**config.mk**
```make
export PLATFORM = sky130hd
export DESIGN_NAME = lru_swap_victim_select_top
export DESIGN_NICKNAME = d
export VERILOG_FILES = /design/src/lsvs_pkg.sv /design/src/lsvs_table.sv /design/src/lru_swap_victim_select_top.sv
export SDC_FILE = /design/constraint.sdc
export NUM_CORES = 2
export LEC_CHECK = 0
export BUFFER_PORTS_ARGS = -buffer_cell sky130_fd_sc_hd__buf_2
export CORE_MARGIN = 2
export CORE_UTILIZATION = 40
export CTS_BUF_LIST = sky130_fd_sc_hd__clkbuf_8 sky130_fd_sc_hd__clkbuf_16
export DETAILED_ROUTE_END_ITERATION = 8
export PLACE_DENSITY = 0.67
export SLEW_MARGIN = 5
export SYNTH_ARGS = -nofsm -noshare
export SYNTH_HDL_FRONTEND = slang
export SYNTH_SLANG_ARGS = --single-unit
```
**constraint.sdc**
```tcl
create_clock -name i_clk -period 11.4 [get_ports i_clk]
set_input_delay 2.28 -clock i_clk [delete_from_list [all_inputs] [get_ports i_clk]]
set_output_delay 2.28 -clock i_clk [all_outputs]
set_load 0.01 [all_outputs]
```
**src/lsvs_pkg.sv**
```systemverilog
// Package with the shared types and constants of the LRU swap victim selector.
`timescale 1ns / 1ps
`default_nettype none

package lsvs_pkg;

    localparam int ENTRIES = 64;
    localparam int IDX_W   = $clog2(ENTRIES);
    localparam int CNT_W   = IDX_W + 1;

    localparam int INDEX_W = 6;
    localparam int SIZE_W  = 16;
    localparam int AGE_W   = 31;

    localparam logic [SIZE_W-1:0] RESET_LIMIT       = 16'd2048;
    localparam logic [SIZE_W-1:0] MIN_HALVING_LIMIT = 16'd64;

    localparam logic OP_WRITE  = 1'b0;
    localparam logic OP_SELECT = 1'b1;

    typedef struct packed {
        logic present;
        logic shown;
        logic pinned;
        logic resident;
    } t_flags;

    typedef struct packed {
        logic [SIZE_W-1:0] size;
        logic [AGE_W-1:0]  age;
    } t_data;

    typedef struct packed {
        t_flags flags;
        t_data  data;
    } t_entry;

endpackage

`default_nettype wire

```
**src/lsvs_table.sv**
```systemverilog
// Entry table: flag bits in flops cleared by reset, size and age in a memory.
`timescale 1ns / 1ps
`default_nettype none

module lsvs_table (
    input  wire logic                      i_clk,
    input  wire logic                      i_rst_n,
    input  wire logic                      i_wr_en,
    input  wire logic [lsvs_pkg::IDX_W-1:0] i_wr_addr,
    input  wire lsvs_pkg::t_entry          i_wr_entry,
    input  wire logic [lsvs_pkg::IDX_W-1:0] i_rd_addr,
    output lsvs_pkg::t_entry               o_rd_entry
);

    lsvs_pkg::t_flags r_flags [lsvs_pkg::ENTRIES];
    lsvs_pkg::t_data  r_mem   [lsvs_pkg::ENTRIES];
    lsvs_pkg::t_flags r_rd_flags;
    lsvs_pkg::t_data  r_rd_data;

    // Flags are cleared by reset so an unwritten entry is never present.
    always_ff @(posedge i_clk) begin
        if (!i_rst_n) begin
            for (int i = 0; i < lsvs_pkg::ENTRIES; i++) begin
                r_flags[i] <= '0;
            end
        end else if (i_wr_en) begin
            r_flags[i_wr_addr] <= i_wr_entry.flags;
        end
    end

    always_ff @(posedge i_clk) begin
        r_rd_flags <= r_flags[i_rd_addr];
    end

    always_ff @(posedge i_clk) begin
        if (i_wr_en) begin
            r_mem[i_wr_addr] <= i_wr_entry.data;
        end
        r_rd_data <= r_mem[i_rd_addr];
    end

    assign o_rd_entry = '{flags: r_rd_flags, data: r_rd_data};

endmodule

`default_nettype wire

```
**src/lru_swap_victim_select_top.sv**
```systemverilog
// Top level of the LRU swap victim selector: command port, scan sequencer, compare unit.
// A write beat leaves busy low; the next command may follow at once.
// A select raises busy while its scan passes run, each reading the entries in index order
// through the single table read port; a pass ends early at the first eligible never-swapped
// entry. With a start limit of 32768 at most ten passes run (one per limit down to 64).
// The result strobe is high for one cycle, the cycle in which busy drops; it cannot stall.
// Reset clears all entry flags and loads the start size limit with 2048.
`timescale 1ns / 1ps
`default_nettype none

module lru_swap_victim_select_top (
    input  wire logic                          i_clk,
    input  wire logic                          i_rst_n,
    // Command channel.
    input  wire logic                          start,
    output logic                               busy,
    input  wire logic                          i_operation,
    input  wire logic [lsvs_pkg::INDEX_W-1:0]  i_entry_index,
    input  wire logic                          i_present,
    input  wire logic                          i_shown,
    input  wire logic                          i_pinned,
    input  wire logic                          i_resident,
    input  wire logic [lsvs_pkg::SIZE_W-1:0]   i_byte_count,
    input  wire logic [lsvs_pkg::AGE_W-1:0]    i_swap_age,
    input  wire logic [lsvs_pkg::SIZE_W-1:0]   i_lower_bound,
    // Result channel.
    output logic                               o_result_valid,
    output logic                               o_found,
    output logic [lsvs_pkg::INDEX_W-1:0]       o_victim_index,
    // Configuration channel: start size limit.
    input  wire logic                          i_cfg_valid,
    output logic                               o_cfg_ready,
    input  wire logic [lsvs_pkg::SIZE_W-1:0]   i_cfg_data
);

    typedef enum logic {
        ST_IDLE,
        ST_SCAN
    } t_state;

    t_state                          r_state, n_state;
    logic [lsvs_pkg::CNT_W-1:0]      r_cnt, n_cnt;
    logic                            r_rd_vld;
    logic [lsvs_pkg::IDX_W-1:0]      r_rd_idx;
    logic [lsvs_pkg::SIZE_W-1:0]     r_limit, n_limit;
    logic [lsvs_pkg::SIZE_W-1:0]     r_lower, n_lower;
    logic [lsvs_pkg::INDEX_W-1:0]    r_current, n_current;
    logic                            r_have, n_have;
    logic [lsvs_pkg::AGE_W-1:0]      r_best_age, n_best_age;
    logic [lsvs_pkg::IDX_W-1:0]      r_best_idx, n_best_idx;
    logic                            r_result_valid, n_result_valid;
    logic                            r_found, n_found;
    logic [lsvs_pkg::IDX_W-1:0]      r_victim, n_victim;
    logic [lsvs_pkg::SIZE_W-1:0]     r_start_limit;

    logic                            accept;
    logic                            wr_en;
    logic                            rd_en;
    logic [lsvs_pkg::IDX_W-1:0]      wr_addr;
    lsvs_pkg::t_entry                wr_entry;
    lsvs_pkg::t_entry                rd_entry;

    logic                            eligible;
    logic                            age_zero;
    logic                            better;
    logic                            last;
    logic                            have_after;
    logic [lsvs_pkg::IDX_W-1:0]      best_idx_after;
    logic [lsvs_pkg::SIZE_W-1:0]     half_limit;

    assign busy        = (r_state != ST_IDLE);
    assign accept      = start && !busy;
    assign o_cfg_ready = 1'b1;

    // A write to an index past the end of the table is dropped.
    assign wr_addr  = lsvs_pkg::IDX_W'(i_entry_index);
    assign wr_en    = accept && (i_operation == lsvs_pkg::OP_WRITE) &&
                      (32'(i_entry_index) < 32'(lsvs_pkg::ENTRIES));
    assign wr_entry = '{flags: '{present:    i_present,
                                 shown:      i_shown,
                                 pinned:     i_pinned,
                                 resident:   i_resident},
                        data:  '{size: i_byte_count, age: i_swap_age}};

    // Reads are issued in index order; the entry comes back in the following cycle.
    assign rd_en = (r_state == ST_SCAN) &&
                   (r_cnt < lsvs_pkg::CNT_W'(lsvs_pkg::ENTRIES));

    lsvs_table u_table (
        .i_clk      (i_clk),
        .i_rst_n    (i_rst_n),
        .i_wr_en    (wr_en),
        .i_wr_addr  (wr_addr),
        .i_wr_entry (wr_entry),
        .i_rd_addr  (r_cnt[lsvs_pkg::IDX_W-1:0]),
        .o_rd_entry (rd_entry)
    );

    // The compare unit looks at one returned entry per cycle. An entry is a
    // candidate when it is in memory, free to go, not the current entry and big enough.
    assign eligible = r_rd_vld && (r_state == ST_SCAN) &&
                      rd_entry.flags.present && rd_entry.flags.resident &&
                      !rd_entry.flags.shown && !rd_entry.flags.pinned &&
                      (32'(r_rd_idx) != 32'(r_current)) &&
                      (rd_entry.data.size >= r_limit);
    assign age_zero = eligible && (rd_entry.data.age == '0);
    // Strict less-than keeps the lowest index on a tie.
    assign better   = eligible && (!r_have || (rd_entry.data.age < r_best_age));
    assign last     = r_rd_vld && (r_state == ST_SCAN) &&
                      (r_rd_idx == lsvs_pkg::IDX_W'(lsvs_pkg::ENTRIES - 1));
    assign have_after     = r_have || eligible;
    assign best_idx_after = better ? r_rd_idx : r_best_idx;
    assign half_limit     = r_limit >> 1;

    always_comb begin
        n_state        = r_state;
        n_cnt          = r_cnt;
        n_limit        = r_limit;
        n_lower        = r_lower;
        n_current      = r_current;
        n_have         = r_have;
        n_best_age     = r_best_age;
        n_best_idx     = r_best_idx;
        n_result_valid = 1'b0;
        n_found        = r_found;
        n_victim       = r_victim;

        case (r_state)
            ST_IDLE: begin
                if (accept && (i_operation == lsvs_pkg::OP_SELECT)) begin
                    n_state   = ST_SCAN;
                    n_cnt     = '0;
                    n_limit   = r_start_limit;
                    n_lower   = i_lower_bound;
                    n_current = i_entry_index;
                    n_have    = 1'b0;
                end
            end
            ST_SCAN: begin
                if (rd_en) begin
                    n_cnt = r_cnt + 1'b1;
                end
                if (better) begin
                    n_best_age = rd_entry.data.age;
                    n_best_idx = r_rd_idx;
                end
                n_have = have_after;

                if (age_zero) begin
                    // A never-swapped candidate wins at once.
                    n_state        = ST_IDLE;
                    n_result_valid = 1'b1;
                    n_found        = 1'b1;
                    n_victim       = r_rd_idx;
                end else if (last) begin
                    if (have_after) begin
                        n_state        = ST_IDLE;
                        n_result_valid = 1'b1;
                        n_found        = 1'b1;
                        n_victim       = best_idx_after;
                    end else if ((r_limit <= lsvs_pkg::MIN_HALVING_LIMIT) ||
                                 (half_limit < r_lower)) begin
                        n_state        = ST_IDLE;
                        n_result_valid = 1'b1;
                        n_found        = 1'b0;
                        n_victim       = '0;
                    end else begin
                        // Nothing fit: halve the limit and scan the table again.
                        n_limit = half_limit;
                        n_cnt   = '0;
                        n_have  = 1'b0;
                    end
                end
            end
            default: begin
                n_state = ST_IDLE;
            end
        endcase
    end

    always_ff @(posedge i_clk) begin
        if (!i_rst_n) begin
            r_state        <= ST_IDLE;
            r_cnt          <= '0;
            r_rd_vld       <= 1'b0;
            r_have         <= 1'b0;
            r_result_valid <= 1'b0;
            r_start_limit  <= lsvs_pkg::RESET_LIMIT;
        end else begin
            r_state        <= n_state;
            r_cnt          <= n_cnt;
            r_rd_vld       <= rd_en;
            r_have         <= n_have;
            r_result_valid <= n_result_valid;
            if (i_cfg_valid && o_cfg_ready) begin
                r_start_limit <= i_cfg_data;
            end
        end
        r_rd_idx   <= r_cnt[lsvs_pkg::IDX_W-1:0];
        r_limit    <= n_limit;
        r_lower    <= n_lower;
        r_current  <= n_current;
        r_best_age <= n_best_age;
        r_best_idx <= n_best_idx;
        r_found    <= n_found;
        r_victim   <= n_victim;
    end

    assign o_result_valid = r_result_valid;
    assign o_found        = r_found;
    assign o_victim_index = lsvs_pkg::INDEX_W'(r_victim);

endmodule

`default_nettype wire

```
==> results.json <==
{
  "final_hold_viol_count": 0,
  "htreeDepth": 5,
  "antenna_found_initial": 24,
  "layout_common_cells": "edfxtp_1 (3346), mux4_2 (1071), clkbuf_16 (349)",
  "power.leakage_nw": 46.50,
  "grt_max_degree": 141,
  "hold_slack_ps": 473.1,
  "grt_pass1_wl_um": 461300,
  "avgSynthCellArea_um2": 23.54,
  "multi_input_comb_area_mm2": 0.02936,
  "fin_setup_tns_ps": 0,
  "wl_per_cell_um": 30.76,
  "die-area_mm2": 0.3363,
  "rows": 211,
  "outcome": "finished clean",
  "dp_slack_ps": 5109,
  "hold_buffers": 0,
  "wirelength_um": 324200,
  "final_common_cell": "edfxtp_1",
  "required_ps": 11890,
  "die_x_um": 579.9,
  "num_vias": 61310,
  "place_inst": 9921,
  "crit_arrival_ps": 5890,
  "synthArstFlopShare": 0,
  "slew_viol_final": 0,
  "finalCritPeriodShare": 0.4734,
  "firstDrtPassIters": 6,
  "track_usage": 0.1901,
  "synth_edf_count": 3346,
  "rsz0062_at_grt": "no",
  "dp_hpwl_um": 180800,
  "synth-main-ff-cell": "edfxtp_1",
  "fillers": 26725,
  "syn-num-nets": 5790,
  "fmaxAchievable_mhz": 185.3,
  "ys_types": 52,
  "critical_path_class": "in2reg",
  "pin_count": 104,
  "insertion_delay_ps": 910,
  "drtIter0Drc": 8204,
  "cts.sinks": 3430,
  "fin_cells": 10539,
  "start_util": 0.4017,
  "ys_warn_count": 0,
  "post_cts_buffers": 0,
  "crit_path_end_kind": "register",
  "fin_ws_ps": 6003,
  "setup_violations": 0,
  "fin_skew_ps": 61.18,
  "ant_nets": 0,
  "power_density_mw_per_mm2": 172.6,
  "crit_fanout": 30,
  "vias_per_cell": 5.817,
  "clk_path_buf_depth": 4,
  "cts_tree": "done",
  "die_y_um": 579.9,
  "r2r_start": "r_cnt[1]",
  "worstMarginPinSlew_ps": 1302,
  "synth_cells": 5635,
  "synth_area_mm2": 0.1327,
  "grt_pass1_vias": 61877,
  "cts-buffers-inserted": 341,
  "grt.overflow.total": 0,
  "core-area_mm2": 0.3303,
  "port-buffer-count": 102,
  "final_area_mm2": 0.1500,
  "drive_above_1_share": 0.3101,
  "max-vdd-ir-drop_mv": 0.1232,
  "clock-root-buffer": "clkbuf_16",
  "period_minus_slack_ps": 5397,
  "synth-seq-area-share": 0.7701,
  "path_clk_slew_ps": 60,
  "ys_seq_elements": 3430,
  "max_slew_margin": 0.1320,
  "hp-class": "reg2reg",
  "place_congestion": 0.8314,
  "placed_area_mm2": 0.1391,
  "final_nets": 6053,
  "drc": 0,
  "hp-start": "u_table.o_rd_entry[24]",
  "startpoint_type": "input port",
  "maxCapViolCount": 0,
  "syn2layout_area_growth_pct": 13.10,
  "startpoint": "i_entry_index[1]",
  "ctsResizeCount": 0,
  "seq_area_mm2": 0.1022
}
==> cell usage after synthesis, types with 2 or more instances <==
cell type | n | share of area
mux2_2 | 21 | 0.0018
o2bb2ai_1 | 6 | 0.00040
or3b_2 | 3 | 0.00020
xor2_1 | 3 | 0.00020
buf_2 | 85 | 0.0032
o21ai_0 | 74 | 0.0028
nor2_1 | 107 | 0.0030
nor3_1 | 17 | 0.00064
nand3b_1 | 12 | 0.00068
and3b_1 | 2 | 0.00013
nand2b_1 | 4 | 0.00019
nand4_1 | 10 | 0.00047
mux2i_1 | 16 | 0.0012
buf_1 | 28 | 0.00079
nor3b_1 | 4 | 0.00023
a31o_2 | 2 | 0.00013
and2_1 | 27 | 0.0013
nand4b_1 | 2 | 0.00013
xnor2_1 | 8 | 0.00053
o2111ai_1 | 2 | 0.00013
clkbuf_1 | 218 | 0.0062
or3_1 | 2 | 0.000094
mux4_2 | 1071 | 0.18
dfxtp_1 | 84 | 0.013
nor2b_1 | 4 | 0.00019
nor4_1 | 12 | 0.00057
edfxtp_1 | 3346 | 0.76
and4_1 | 3 | 0.00020
inv_1 | 63 | 0.0018
nand2_1 | 38 | 0.0011
a21oi_1 | 28 | 0.0011
a21o_1 | 4 | 0.00023
o21a_1 | 2 | 0.00011
a21boi_0 | 2 | 0.00011
a31oi_1 | 4 | 0.00019
nand3_1 | 9 | 0.00034
ha_1 | 61 | 0.0058
buf_6 | 4 | 0.00034
and3_1 | 234 | 0.011
==> metrics by stage <==
stage / utilization / total power, W
after floorplan: - / 0.01478
after global placement: 0.4212 / 0.01521
after detailed placement: 0.4212 / 0.01524
after global routing: 0.4542 / 0.02660
final: 0.4543 / 0.02590
after CTS: 0.4542 / 0.02608
==> layout make-up <==
type                       instances  area share
sequential                      3430      0.6810
inverter                          64    0.001601
clock buffer                     356     0.05885
multi-input combinational       1805      0.1957
antenna                            8   0.0001334
timing repair buffer             256     0.01238
clock inverter                   254     0.01392
tap                             4366     0.03641
==> sequential cells by signal (all words and copies together), names as in the netlist, 6 cells and up <==
signal	flops
u_table.r_mem	3008
u_table.r_flags	256
u_table.o_rd_entry	51
r_best_age	31
r_limit	16
r_lower	16
r_start_limit	16
r_cnt	7
o_victim_index	6
r_best_idx	6
r_current	6
r_rd_idx	6
==> worst paths after layout <==
check,cells past startpoint,endpoint,slack [ps]
setup / recovery,5,u_table.r_mem[26][5],6000
hold / removal,0,r_best_age[24],470
setup reg to reg,5,u_table.o_rd_entry[46],7010
hold reg to reg,0,r_best_age[24],470
==> cells by family after synthesis <==
logic type               share of synthesized area
other                                   0.00002827
flip-flops                                  0.7701
adder cells (fa/ha/maj)                   0.005753
buffers and inverters                      0.01237
AO/OA/AOI/OAI                             0.005584
XOR/XNOR                                 0.0007263
AND/OR/NAND/NOR                            0.02064
multiplexers                                0.1848
==> worst max-delay path: stages <==
cell and delay [ps]:
buf_2 220, or3b_2 600, or4b_2 1010, nor2_4 980, buf_4 720
==> layer usage <==
layer | vias up | share of wire | track usage
li1 | 24665 | - | -
met5 | - | 0.000083 | 0
met1 | 33230 | 0.39 | 0.2557
met2 | 2889 | 0.50 | 0.3139
met3 | 522 | 0.077 | 0.03148
met4 | 4 | 0.038 | 0.06811
==> report_power, final <==
| part | total [W] | leakage (nW) | internal, W | switching, W |
|---|---|---|---|---|
| clock network | 0.0109 | 5.65 | 0.00626 | 0.00469 |
| logic | 0.00101 | 9.73 | 0.000400 | 0.000610 |
| registers | 0.0139 | 31.1 | 0.0139 | 0.0000404 |
| total | 0.0259 | 46.5 | 0.0206 | 0.00534 |
(Power assumes the default switching activity.)
